## config.mk

```make
export PLATFORM = sky130hd
export DESIGN_NAME = ethernet_ipv4_frame_checker_unit
export DESIGN_NICKNAME = d
export VERILOG_FILES = /design/src/rtl/eipfc_pkg.sv /design/src/rtl/ethernet_ipv4_frame_checker_unit.sv
export VERILOG_INCLUDE_DIRS = /design/src /design/src/rtl
export SDC_FILE = /design/constraint.sdc
export NUM_CORES = 1
export LEC_CHECK = 0
export BUFFER_PORTS_ARGS = -buffer_cell sky130_fd_sc_hd__buf_4
export CORE_AREA = 5 5 225 227
export CTS_CLUSTER_SIZE = 28
export DETAILED_ROUTE_END_ITERATION = 6
export DIE_AREA = 0 0 230 232
export SYNTH_ARGS = -nofsm -noshare
export SYNTH_HDL_FRONTEND = slang
export SYNTH_SLANG_ARGS = --single-unit
```

## constraint.sdc

```tcl
create_clock -name clock -period 14.1 [get_ports clock]
set_input_delay 0.705 -clock clock [delete_from_list [all_inputs] [get_ports clock]]
set_output_delay 0.705 -clock clock [all_outputs]
set_load 0.01 [all_outputs]
```

## src/rtl/ethernet_ipv4_frame_checker_unit_defines.svh

```systemverilog
// assertion macros shared by the frame checker rtl
`ifndef ETHERNET_IPV4_FRAME_CHECKER_UNIT_DEFINES_SVH
`define ETHERNET_IPV4_FRAME_CHECKER_UNIT_DEFINES_SVH

`ifndef ASSERT_OFF
// same-cycle implication, checked on every clock edge out of reset
`define EIPFC_ASSERT_IMPL(name, ante, cons, msg) \
   name: assert property (@(posedge clock) disable iff (reset) (ante) |-> (cons)) \
      else $error(msg);
// next-cycle implication
`define EIPFC_ASSERT_NEXT(name, ante, cons, msg) \
   name: assert property (@(posedge clock) disable iff (reset) (ante) |=> (cons)) \
      else $error(msg);
`else
`define EIPFC_ASSERT_IMPL(name, ante, cons, msg)
`define EIPFC_ASSERT_NEXT(name, ante, cons, msg)
`endif

`endif

```

## src/rtl/eipfc_pkg.sv

```systemverilog
package eipfc_pkg;

   // frame length limit and counter width
   localparam int MAX_FRAME_BYTES = 2048;
   localparam int CNT_W           = $clog2(MAX_FRAME_BYTES + 1);
   localparam int FRAME_BYTES_W   = 12;

   localparam logic [15:0] SUM_ONES      = 16'hffff;
   localparam int          ETH_HDR_BYTES = 14;
   localparam int          ARP_MIN_BYTES = 28;
   localparam logic [15:0] TYPE_ARP      = 16'h0806;
   localparam logic [15:0] TYPE_IPV4     = 16'h0800;
   localparam logic [7:0]  PROTO_ICMP    = 8'd1;
   localparam logic [7:0]  PROTO_TCP     = 8'd6;

   // result status codes
   localparam logic [3:0] STATUS_ARP_OK    = 4'd0;
   localparam logic [3:0] STATUS_ARP_SHORT = 4'd1;
   localparam logic [3:0] STATUS_ICMP_OK   = 4'd2;
   localparam logic [3:0] STATUS_TCP_OK    = 4'd3;
   localparam logic [3:0] STATUS_OTHER_IP  = 4'd4;
   localparam logic [3:0] STATUS_BAD_IP    = 4'd5;
   localparam logic [3:0] STATUS_BAD_ICMP  = 4'd6;
   localparam logic [3:0] STATUS_BAD_TCP   = 4'd7;
   localparam logic [3:0] STATUS_OTHER     = 4'd8;
   localparam logic [3:0] STATUS_TRUNCATED = 4'd9;

   typedef struct packed {
      logic [7:0] frame_byte;
      logic       last_byte;
   } req_type;

   typedef struct packed {
      logic [3:0]               status;
      logic [15:0]              frame_type;
      logic [7:0]               ip_protocol;
      logic [FRAME_BYTES_W-1:0] frame_bytes;
   } rsp_type;

   // ones' complement add with end-around carry
   function automatic logic [15:0] oc_add(input logic [15:0] acc, input logic [15:0] w);
      logic [16:0] s;
      logic [16:0] f;
      s = {1'b0, acc} + {1'b0, w};
      f = {1'b0, s[15:0]} + {16'd0, s[16]};
      return f[15:0];
   endfunction

   function automatic logic sum_ok(input logic [15:0] s);
      return (s == 16'd0) || (s == SUM_ONES);
   endfunction

endpackage

```

## src/rtl/ethernet_ipv4_frame_checker_unit.sv

```systemverilog
// Ethernet/IPv4 frame checker: takes a frame one byte per transfer on req_ (last_byte marks
// the final byte) and returns one result per frame on rsp_ with a status code, the
// EtherType, the IPv4 protocol and the saturated byte count. ARP frames are checked for
// length, IPv4 frames for the header checksum and then the ICMP or TCP (with pseudo-header)
// checksum. One byte is taken every clock while req_stall is low; the per-byte work is a
// single ones' complement add into the running sums. A result passes three registers in
// order (snapshot register, decision stage, output register fed by the final checksum
// stage) before rsp_valid rises. req_stall rises only when all three of those registers
// are full and rsp_stall holds the output.
`include "ethernet_ipv4_frame_checker_unit_defines.svh"

module ethernet_ipv4_frame_checker_unit
   import eipfc_pkg::*;
(
   input  logic    clock,
   input  logic    reset,
   input  logic    req_valid,
   output logic    req_stall,
   input  req_type req_payload,
   output logic    rsp_valid,
   input  logic    rsp_stall,
   output rsp_type rsp_payload
);

   // which checksum the last stage still has to test
   localparam logic [1:0] KIND_NONE = 2'd0;
   localparam logic [1:0] KIND_ICMP = 2'd1;
   localparam logic [1:0] KIND_TCP  = 2'd2;

   // ---------------------------------------------------------------- per-frame state
   logic [CNT_W-1:0] cnt_ff,    cnt_in;
   logic [15:0]      type_ff,   type_in;
   logic [3:0]       hw_ff,     hw_in;
   logic [7:0]       proto_ff,  proto_in;
   logic [15:0]      total_ff,  total_in;
   logic [15:0]      hsum_ff,   hsum_in;
   logic [15:0]      psum_ff,   psum_in;
   logic [15:0]      pseudo_ff, pseudo_in;
   logic [7:0]       hold_ff,   hold_in;

   // ---------------------------------------------------------------- snapshot at last byte
   logic             f_valid_ff;
   logic [CNT_W-1:0] f_cnt_ff;
   logic [15:0]      f_type_ff;
   logic [3:0]       f_hw_ff;
   logic [7:0]       f_proto_ff;
   logic [15:0]      f_total_ff;
   logic [15:0]      f_hsum_ff;
   logic [15:0]      f_psum_ff;
   logic [15:0]      f_pseudo_ff;
   logic [7:0]       f_hold_ff;

   // ---------------------------------------------------------------- decision stage
   logic        a_valid_ff;
   logic [3:0]  a_status_ff, a_status_in;
   logic [1:0]  a_kind_ff,   a_kind_in;
   logic [15:0] a_ps_ff,     a_ps_in;
   logic [15:0] a_t1_ff,     a_t1_in;
   logic [15:0] a_plen_ff,   a_plen_in;
   logic [15:0] a_type_ff;
   logic [7:0]  a_proto_ff,  a_proto_in;
   logic [FRAME_BYTES_W-1:0] a_bytes_ff;

   // ---------------------------------------------------------------- output register
   logic    rsp_valid_ff;
   rsp_type rsp_payload_ff, rsp_payload_in;

   // ---------------------------------------------------------------- flow control
   logic rsp_go, a_ready, f_ready, req_take;

   assign rsp_go    = !rsp_valid_ff || !rsp_stall;
   assign a_ready   = !a_valid_ff || rsp_go;
   assign f_ready   = !f_valid_ff || a_ready;
   assign req_stall = !f_ready;
   assign req_take  = req_valid && !req_stall;

   assign rsp_valid   = rsp_valid_ff;
   assign rsp_payload = rsp_payload_ff;

   // ---------------------------------------------------------------- byte update
   logic [CNT_W-1:0] idx;      // offset into the ethernet payload
   logic [3:0]       hw_eff;   // ihl, including the byte at offset zero
   logic [5:0]       hdr_len;
   logic [15:0]      word;
   logic [7:0]       b;

   assign b       = req_payload.frame_byte;
   assign idx     = cnt_ff - CNT_W'(ETH_HDR_BYTES);
   assign hw_eff  = (idx == '0) ? b[3:0] : hw_ff;
   assign hdr_len = {hw_eff, 2'b00};
   assign word    = {hold_ff, b};

   always_comb begin
      cnt_in    = cnt_ff;
      type_in   = type_ff;
      hw_in     = hw_ff;
      proto_in  = proto_ff;
      total_in  = total_ff;
      hsum_in   = hsum_ff;
      psum_in   = psum_ff;
      pseudo_in = pseudo_ff;
      hold_in   = hold_ff;
      // bytes past the limit are neither counted nor checked
      if (cnt_ff < CNT_W'(MAX_FRAME_BYTES)) begin
         cnt_in = cnt_ff + CNT_W'(1);
         if (cnt_ff == CNT_W'(12)) begin
            type_in = {b, 8'h00};
         end else if (cnt_ff == CNT_W'(13)) begin
            type_in = {type_ff[15:8], b};
         end else if (cnt_ff >= CNT_W'(ETH_HDR_BYTES) && type_ff == TYPE_IPV4) begin
            hw_in = hw_eff;
            if (idx == CNT_W'(9)) begin
               proto_in = b;
            end
            if (idx < CNT_W'(hdr_len)) begin
               // ip header word
               if (!idx[0]) begin
                  hold_in = b;
               end else begin
                  hsum_in = oc_add(hsum_ff, word);
                  if (idx == CNT_W'(3)) begin
                     total_in = word;
                  end
                  // source and destination addresses feed the pseudo-header
                  if (idx >= CNT_W'(12) && idx <= CNT_W'(19)) begin
                     pseudo_in = oc_add(pseudo_ff, word);
                  end
               end
            end else if (16'(idx) < total_ff) begin
               // ip payload word; padding beyond total length is ignored
               if (!idx[0]) begin
                  hold_in = b;
               end else begin
                  psum_in = oc_add(psum_ff, word);
               end
            end
         end
      end
   end

   always_ff @(posedge clock) begin
      if (reset) begin
         cnt_ff    <= '0;
         type_ff   <= '0;
         hw_ff     <= '0;
         proto_ff  <= '0;
         total_ff  <= '0;
         hsum_ff   <= '0;
         psum_ff   <= '0;
         pseudo_ff <= '0;
         hold_ff   <= '0;
      end else if (req_take) begin
         if (req_payload.last_byte) begin
            // every frame starts from a clean state
            cnt_ff    <= '0;
            type_ff   <= '0;
            hw_ff     <= '0;
            proto_ff  <= '0;
            total_ff  <= '0;
            hsum_ff   <= '0;
            psum_ff   <= '0;
            pseudo_ff <= '0;
            hold_ff   <= '0;
         end else begin
            cnt_ff    <= cnt_in;
            type_ff   <= type_in;
            hw_ff     <= hw_in;
            proto_ff  <= proto_in;
            total_ff  <= total_in;
            hsum_ff   <= hsum_in;
            psum_ff   <= psum_in;
            pseudo_ff <= pseudo_in;
            hold_ff   <= hold_in;
         end
      end
   end

   // snapshot of the finished frame, including its last byte
   always_ff @(posedge clock) begin
      if (reset) begin
         f_valid_ff <= 1'b0;
      end else if (req_take && req_payload.last_byte) begin
         f_valid_ff <= 1'b1;
      end else if (a_ready) begin
         f_valid_ff <= 1'b0;
      end
   end

   always_ff @(posedge clock) begin
      if (req_take && req_payload.last_byte) begin
         f_cnt_ff    <= cnt_in;
         f_type_ff   <= type_in;
         f_hw_ff     <= hw_in;
         f_proto_ff  <= proto_in;
         f_total_ff  <= total_in;
         f_hsum_ff   <= hsum_in;
         f_psum_ff   <= psum_in;
         f_pseudo_ff <= pseudo_in;
         f_hold_ff   <= hold_in;
      end
   end

   // ---------------------------------------------------------------- decision stage
   logic [CNT_W-1:0] pay;
   logic [5:0]       f_hdr;

   assign pay   = (f_cnt_ff >= CNT_W'(ETH_HDR_BYTES)) ? f_cnt_ff - CNT_W'(ETH_HDR_BYTES) : '0;
   assign f_hdr = {f_hw_ff, 2'b00};

   assign a_plen_in  = f_total_ff - 16'(f_hdr);
   // an odd payload leaves its last byte waiting for a zero low byte
   assign a_ps_in    = a_plen_in[0] ? oc_add(f_psum_ff, {f_hold_ff, 8'h00}) : f_psum_ff;
   assign a_t1_in    = oc_add(f_pseudo_ff, {8'h00, f_proto_ff});
   assign a_proto_in = (f_type_ff == TYPE_IPV4) ? f_proto_ff : 8'h00;

   always_comb begin
      a_status_in = STATUS_OTHER;
      a_kind_in   = KIND_NONE;
      if (f_cnt_ff < CNT_W'(ETH_HDR_BYTES)) begin
         a_status_in = STATUS_TRUNCATED;
      end else if (f_type_ff == TYPE_ARP) begin
         a_status_in = (pay < CNT_W'(ARP_MIN_BYTES)) ? STATUS_ARP_SHORT : STATUS_ARP_OK;
      end else if (f_type_ff == TYPE_IPV4) begin
         if (pay == '0) begin
            a_status_in = STATUS_TRUNCATED;
         end else if (f_hw_ff < 4'd5) begin
            a_status_in = STATUS_BAD_IP;
         end else if (pay < CNT_W'(f_hdr)) begin
            a_status_in = STATUS_TRUNCATED;
         end else if (!sum_ok(f_hsum_ff)) begin
            a_status_in = STATUS_BAD_IP;
         end else if (f_total_ff < 16'(f_hdr)) begin
            a_status_in = STATUS_BAD_IP;
         end else if (16'(pay) < f_total_ff) begin
            a_status_in = STATUS_TRUNCATED;
         end else if (f_proto_ff == PROTO_ICMP) begin
            a_status_in = STATUS_BAD_ICMP;
            a_kind_in   = KIND_ICMP;
         end else if (f_proto_ff == PROTO_TCP) begin
            a_status_in = STATUS_BAD_TCP;
            a_kind_in   = KIND_TCP;
         end else begin
            a_status_in = STATUS_OTHER_IP;
         end
      end
   end

   always_ff @(posedge clock) begin
      if (reset) begin
         a_valid_ff <= 1'b0;
      end else if (a_ready) begin
         a_valid_ff <= f_valid_ff;
      end
   end

   always_ff @(posedge clock) begin
      if (a_ready) begin
         a_status_ff <= a_status_in;
         a_kind_ff   <= a_kind_in;
         a_ps_ff     <= a_ps_in;
         a_t1_ff     <= a_t1_in;
         a_plen_ff   <= a_plen_in;
         a_type_ff   <= f_type_ff;
         a_proto_ff  <= a_proto_in;
         a_bytes_ff  <= FRAME_BYTES_W'(f_cnt_ff);
      end
   end

   // ---------------------------------------------------------------- final checksum stage
   logic [15:0] tcp_sum;

   assign tcp_sum = oc_add(oc_add(a_t1_ff, a_plen_ff), a_ps_ff);

   always_comb begin
      rsp_payload_in.frame_type  = a_type_ff;
      rsp_payload_in.ip_protocol = a_proto_ff;
      rsp_payload_in.frame_bytes = a_bytes_ff;
      case (a_kind_ff)
         KIND_ICMP: rsp_payload_in.status = sum_ok(a_ps_ff) ? STATUS_ICMP_OK : a_status_ff;
         KIND_TCP:  rsp_payload_in.status = sum_ok(tcp_sum) ? STATUS_TCP_OK : a_status_ff;
         default:   rsp_payload_in.status = a_status_ff;
      endcase
   end

   always_ff @(posedge clock) begin
      if (reset) begin
         rsp_valid_ff <= 1'b0;
      end else if (rsp_go) begin
         rsp_valid_ff <= a_valid_ff;
      end
   end

   always_ff @(posedge clock) begin
      if (rsp_go) begin
         rsp_payload_ff <= rsp_payload_in;
      end
   end

   // ---------------------------------------------------------------- assertions
   logic last_take;   // last byte of a frame transferred
   logic f_stuck;     // finished frame waiting on the decision stage
   logic rsp_not_ip;  // result of a frame that is not ipv4

   assign last_take  = req_take && req_payload.last_byte;
   assign f_stuck    = f_valid_ff && !a_ready;
   assign rsp_not_ip = rsp_valid_ff && (rsp_payload_ff.frame_type != TYPE_IPV4);

   `EIPFC_ASSERT_NEXT(a_clear_after_last, last_take, cnt_ff == '0, "count not cleared")
   `EIPFC_ASSERT_IMPL(a_count_saturates, 1'b1, cnt_ff <= CNT_W'(MAX_FRAME_BYTES), "count high")
   `EIPFC_ASSERT_NEXT(a_snapshot_held, f_stuck, f_valid_ff && $stable(f_cnt_ff), "frame lost")
   `EIPFC_ASSERT_IMPL(a_proto_ipv4, rsp_not_ip, rsp_payload.ip_protocol == 8'h00, "non-ip proto")
   `EIPFC_ASSERT_IMPL(a_status_range, rsp_valid, rsp_payload.status <= STATUS_TRUNCATED, "status")

endmodule

```

### Word level (Yosys, flattened, before mapping)

Index checks and enable logic that the tools add are counted.

| operators by class | value |
|---|---|
| add/sub/neg operators | 18 |
| magnitude comparators | 13 |
| multiplexer cells | 77 |
| equality and inequality tests | 14 |
| bitwise gates (word level) | 2 |
| reductions and logical operators | 23 |

Operators with widths:

| operator | number |
|---|---|
| 16-bit 2-to-1 mux | 35 |
| 8-bit 2-to-1 mux | 15 |
| 16-bit by 1-bit adder with 16-bit output | 7 |
| 16-bit by 16-bit adder with 17-bit output | 6 |
| 4-bit 2-to-1 mux | 16 |
| 16-bit by 12-bit == test with 1-bit output (second input constant) | 3 |
| 16-bit == test (second input constant) | 3 |
| 16-bit zero test | 3 |
| 12-bit by 4-bit == test with 1-bit output (second input constant) | 3 |
| 12-bit by 4-bit >= comparator with 1-bit output (second input constant) | 3 |
| 12-bit 2-to-1 mux | 3 |
| 12-bit by 16-bit < comparator with 1-bit output | 2 |
| 12-bit zero test | 2 |
| 12-bit by 6-bit < comparator with 1-bit output | 2 |
| 12-bit by 4-bit subtractor with 12-bit output (second input constant) | 2 |
| 16-bit by 8-bit adder with 17-bit output | 1 |
| 16-bit by 6-bit < comparator with 1-bit output | 1 |
| 16-bit by 6-bit subtractor with 16-bit output | 1 |
| 12-bit by 1-bit adder with 12-bit output (second input constant) | 1 |
| 12-bit by 2-bit == test with 1-bit output (second input constant) | 1 |
| 12-bit by 5-bit less-or-equal comparator with 1-bit output (second input constant) | 1 |
| 12-bit < comparator (second input constant) | 1 |
| 12-bit by 4-bit < comparator with 1-bit output (second input constant) | 1 |
| 12-bit by 5-bit < comparator with 1-bit output (second input constant) | 1 |
| 15 further kinds | 33 |

| word-level totals | value |
|---|---|
| input port bits | 13 |
| output and inout bits | 42 |
| register bits after elaboration | 357 |
| logic and storage cells | 181 |

### Longest topological paths before layout

| depth | value |
|---|---|
| depth after elaboration | 11 |
| gate-level depth with buffers | 41 |
| gate-level depth less buffers | 40 |

### Worst setup path before layout

No wires, ideal clock.

| timing path | value |
|---|---|
| kind | register to register |
| from | register a_t1_ff[0] |
| to | register rsp_payload_ff, in the netlist rsp_payload[38], data pin |
| period minus slack after synthesis | 7438 ps |
| path slack | 6662 ps |
| data required time | 13845 ps |
| data arrival time | 7183 ps |
| setup time | 255 ps |
| stages on the path, launching flop included | 40 |
| path buffers | 0 |
| cells stage by stage | edfxtp_1 -> ha_1 -> inv_1 -> fa_1 -> nor2b_1 -> o21a_1 -> o21ai_0 -> a21oi_1 -> nor2_1 -> a21oi_1 -> a21o_1 -> a21oi_1 -> nor2b_1 -> o21ai_0 -> nand2b_1 -> ha_1 -> and3_1 -> and3_1 -> [... 4 more ...] -> a221o_1 -> o31ai_1 -> a21oi_1 -> a31oi_1 -> o21ai_0 -> a21o_1 -> a21o_1 -> ha_1 -> ha_1 -> a2111oi_0 -> o211a_1 -> a41oi_1 -> or4b_1 -> o22a_1 -> nor3b_1 -> nand4_1 -> o31a_1 -> a31o_1 |

RTL lines:

| item | RTL line | text |
|---|---|---|
| start, declared | ethernet_ipv4_frame_checker_unit.sv:58 | `logic [15:0] a_t1_ff, a_t1_in;` |
| start signal, assigned | ethernet_ipv4_frame_checker_unit.sv:261 | `a_t1_ff <= a_t1_in;` |
| end signal, assigned | ethernet_ipv4_frame_checker_unit.sv:295 | `rsp_payload_ff <= rsp_payload_in;` |
| end, declared | ethernet_ipv4_frame_checker_unit.sv:66 | `rsp_type rsp_payload_ff, rsp_payload_in;` |

==> results.ini <==
[die]
ios = 55
initial_core_util_pct = 43.4
row_count = 81
die_h_um = 232
coreArea_um2 = 48400
die_w_um = 230
die-area_um2 = 53400

[drt]
vias = 15437
drc = 0
ant_nets = 0
drt_iter0_drc = 1108
dr.pass1.iters = 7
wl_um = 51700
routed_via_density = 5.66
wl_per_cell_um = 19.0

[cts]
clockRootBuffer = clkbuf_16
path_clk_slew_ns = 0.06
hold_buffers = 0
numCtsBuffers = 39
cts_sinks = 357
cts_resized = 0
htree_levels = 2
insertion_delay_ns = 0.55
clockBufferDepth = 3
cts_tree = done
postCtsSetupRepairBufs = 0

[synthesis]
synthFlopType = edfxtp_1
synth_area_leaders = edfxtp_1 (35%), dfxtp_1 (11%), ha_1 (9.2%)
synthAdderAreaFrac_pct = 9.93
synthMuxAreaShare_pct = 2.99
ys_warn_count = 0
avgSynthCellArea_um2 = 10.3
synth_xor_area_share_pct = 8.65
ys_seq_area_share_pct = 45.5
synth.distinct_cells = 84
synth_area_um2 = 21000
syn-num-nets = 2215
synth_edf_count = 242
synthCells = 2040
synth_simple_gate_area_share_pct = 15.5
synth-async-reset-ratio_pct = 0
synth_compound_area_share_pct = 14.6
yosys.area.top_type_share_pct = 34.6
synth_top_family_by_area = simple AND/OR/NAND/NOR gates
ys_ff_latch = 357
synth_area_leader_cell = edfxtp_1

[critical_path]
critPathKind = reg2reg
crit_path_frequent_cell = ha_1
cp_slowest_stage_delay_ns = 0.55
critical_path_arrival_ns = 8.73
start_kind = flop
crit_buf_inv = 1
path_max_fanout = 5
endpoint_kind = flop
crit_slowest_cell = or4b_1
critPathRequiredTime_ns = 14.40
path_delay_family = compound AO/OA/AOI/OAI gates

[global_route]
grt_pass1_vias = 14850
grt_start_max_net_pins = 72
grt_use_met1_pct = 26.8
grt_overflow_total = 0
grt_first_pass_wirelength_um = 81900
met3_usage_pct = 2.13
grt_usage_pct = 19.1
top_usage_layer = met2
use_met2_pct = 30.9
antenna_found_initial = 0

[timing]
period_needed_ns = 8.43
min_period_over_period_pct = 59.8
fin_skew_ns = 0.0253
maxSlewHeadroom_pct = 30.3
layout_setup_ws_ns = 5.67
slew_viol_final = 0
fmax_ghz = 0.119
hold_viol = 0
fin_tns_setup_ns = 0
worst_pin_slew_ns = 1.05
setup_violations = 0
hold_ws_ns = 0.415
grt_setup_unrepaired = no

[flow_run]
max_cap_violations = 0

[power]
p_per_area_nw_per_um2 = 127
cellLeakagePower_nw = 9.09
peakVddDrop_mv = 0.0753
total_power_mw = 2.97

[worst_hold_path]
hp-class = reg2reg

[placement]
port_buffers = 54
dp_cells = 2656
pre_cts_ws_ns = 5.70
placed_cell_area_um2 = 22000
place_congestion = 0.887
hpwl_um = 38100

[status]
status = finished, final reports clean

[finish]
instances_no_fill = 2727
nets = 2250
final_cell_mix = edfxtp_1 (242), nor2_1 (171), ha_1 (154), nand2_1 (152), xnor2_1 (123)
postLayoutCoreUtil_pct = 48.4
drive_gt1_share_pct = 9.60
finish.instance_area_um2 = 23500
diodes = 0
final_common_cell = edfxtp_1
areaGrowthSynthToFinish_pct = 11.6

==> metal layers <==
layer  routed length (µm)  vias to the layer above
li1                     -                     7623
met1                24200                     7415
met2                23800                      307
met3                 1910                       92
met4                 1770                        0
met5                    0                        -
==> cell families after synthesis <==
logic type      Yosys count
compound gates          458
mux                      57
fa+ha+maj               162
xor+xnor                206
simple gates            654
flops                   357
buf+inv                 146
==> sequential cells by signal (all words and copies together) (netlist names), 12 cells and up <==
| signal | count |
|---|---|
| total_ff | 16 |
| a_plen_ff | 16 |
| a_t1_ff | 16 |
| pseudo_ff | 16 |
| f_pseudo_ff | 16 |
| psum_ff | 16 |
| f_total_ff | 16 |
| a_type_ff | 16 |
| f_psum_ff | 16 |
| hsum_ff | 16 |
| type_ff | 16 |
| f_type_ff | 16 |
| rsp_payload | 40 |
| f_hsum_ff | 16 |
| cnt_ff | 12 |
| a_bytes_ff | 12 |
| a_ps_ff | 16 |
| f_cnt_ff | 12 |
==> path summary, 6_finish.rpt <==
| check | startpoint | slack [ns] | end | cells after the start |
|---|---|---|---|---|
| setup / recovery | a_plen_ff[0]$_DFFE_PP_ | 5.67 | rsp_payload[38]$_DFFE_PP_ | 39 |
| hold / removal | a_type_ff[11]$_DFFE_PP_ | 0.41 | rsp_payload[31]$_DFFE_PP_ | 0 |
| setup reg to reg | a_plen_ff[0]$_DFFE_PP_ | 5.67 | rsp_payload[38]$_DFFE_PP_ | 39 |
| hold reg to reg | a_type_ff[11]$_DFFE_PP_ | 0.41 | rsp_payload[31]$_DFFE_PP_ | 0 |
==> worst register-to-register path, delay by kind of cell, from the launching register on <==
kind                       cells  cell delay, ns
AOI/OAI and AO/OA             20            3.76
and+or+nand+nor               11            2.15
adders and majority gates      6            1.61
DFF                            1            0.33
xor gates and xnor gates       1            0.27
buffers and inverters          1            0.05
==> final cells by class <==
cell class / count / area [µm²]
timing repair buffer: 63 / 473
sequential: 357 / 9570
clock buffer: 50 / 1060
inverter: 77 / 292
multi-input combinational: 1537 / 10900
fill: 4457 / 25000
tap: 622 / 778
clock inverter: 21 / 383
==> synth_stat cells (5+ instances only) <==
| library cell | number |
|---|---|
| fa_1 | 8 |
| o21bai_1 | 9 |
| a211o_1 | 7 |
| and2_1 | 16 |
| nand4_1 | 38 |
| a21o_1 | 44 |
| o21ai_0 | 84 |
| ha_1 | 154 |
| nor2b_1 | 19 |
| nor4_1 | 27 |
| nor4b_1 | 5 |
| nor2_1 | 175 |
| or4_1 | 5 |
| nand3b_1 | 7 |
| o211ai_1 | 7 |
| o21ai_1 | 17 |
| dfxtp_1 | 115 |
| a211oi_1 | 7 |
| nor3b_1 | 8 |
| o22ai_1 | 5 |
| nand2_1 | 154 |
| xnor2_1 | 123 |
| xor2_1 | 82 |
| nor3_1 | 55 |
| o31ai_1 | 5 |
| and3_1 | 21 |
| and4_1 | 5 |
| buf_2 | 18 |
| edfxtp_1 | 242 |
| mux2_2 | 39 |
| a22oi_1 | 66 |
| or3_1 | 14 |
| nand2b_1 | 16 |
| nand3_1 | 61 |
| a22o_1 | 32 |
| a21oi_1 | 95 |
| a31oi_1 | 8 |
| mux2i_1 | 16 |
| inv_1 | 77 |
| or2_2 | 7 |
| o21ai_2 | 6 |
| a21boi_0 | 5 |
| o21a_1 | 18 |
| clkbuf_1 | 44 |
==> power by group <==
group / leakage [nW] / switching [mW] / total, mW / internal, mW
Clock: 0.693 / 0.417 / 1.13 / 0.717
Combinational: 5.01 / 0.416 / 0.668 / 0.252
Sequential: 3.39 / 0.0221 / 1.17 / 1.15
Total: 9.09 / 0.855 / 2.97 / 2.12
No activity file was read; power rests on OpenSTA's default activity.
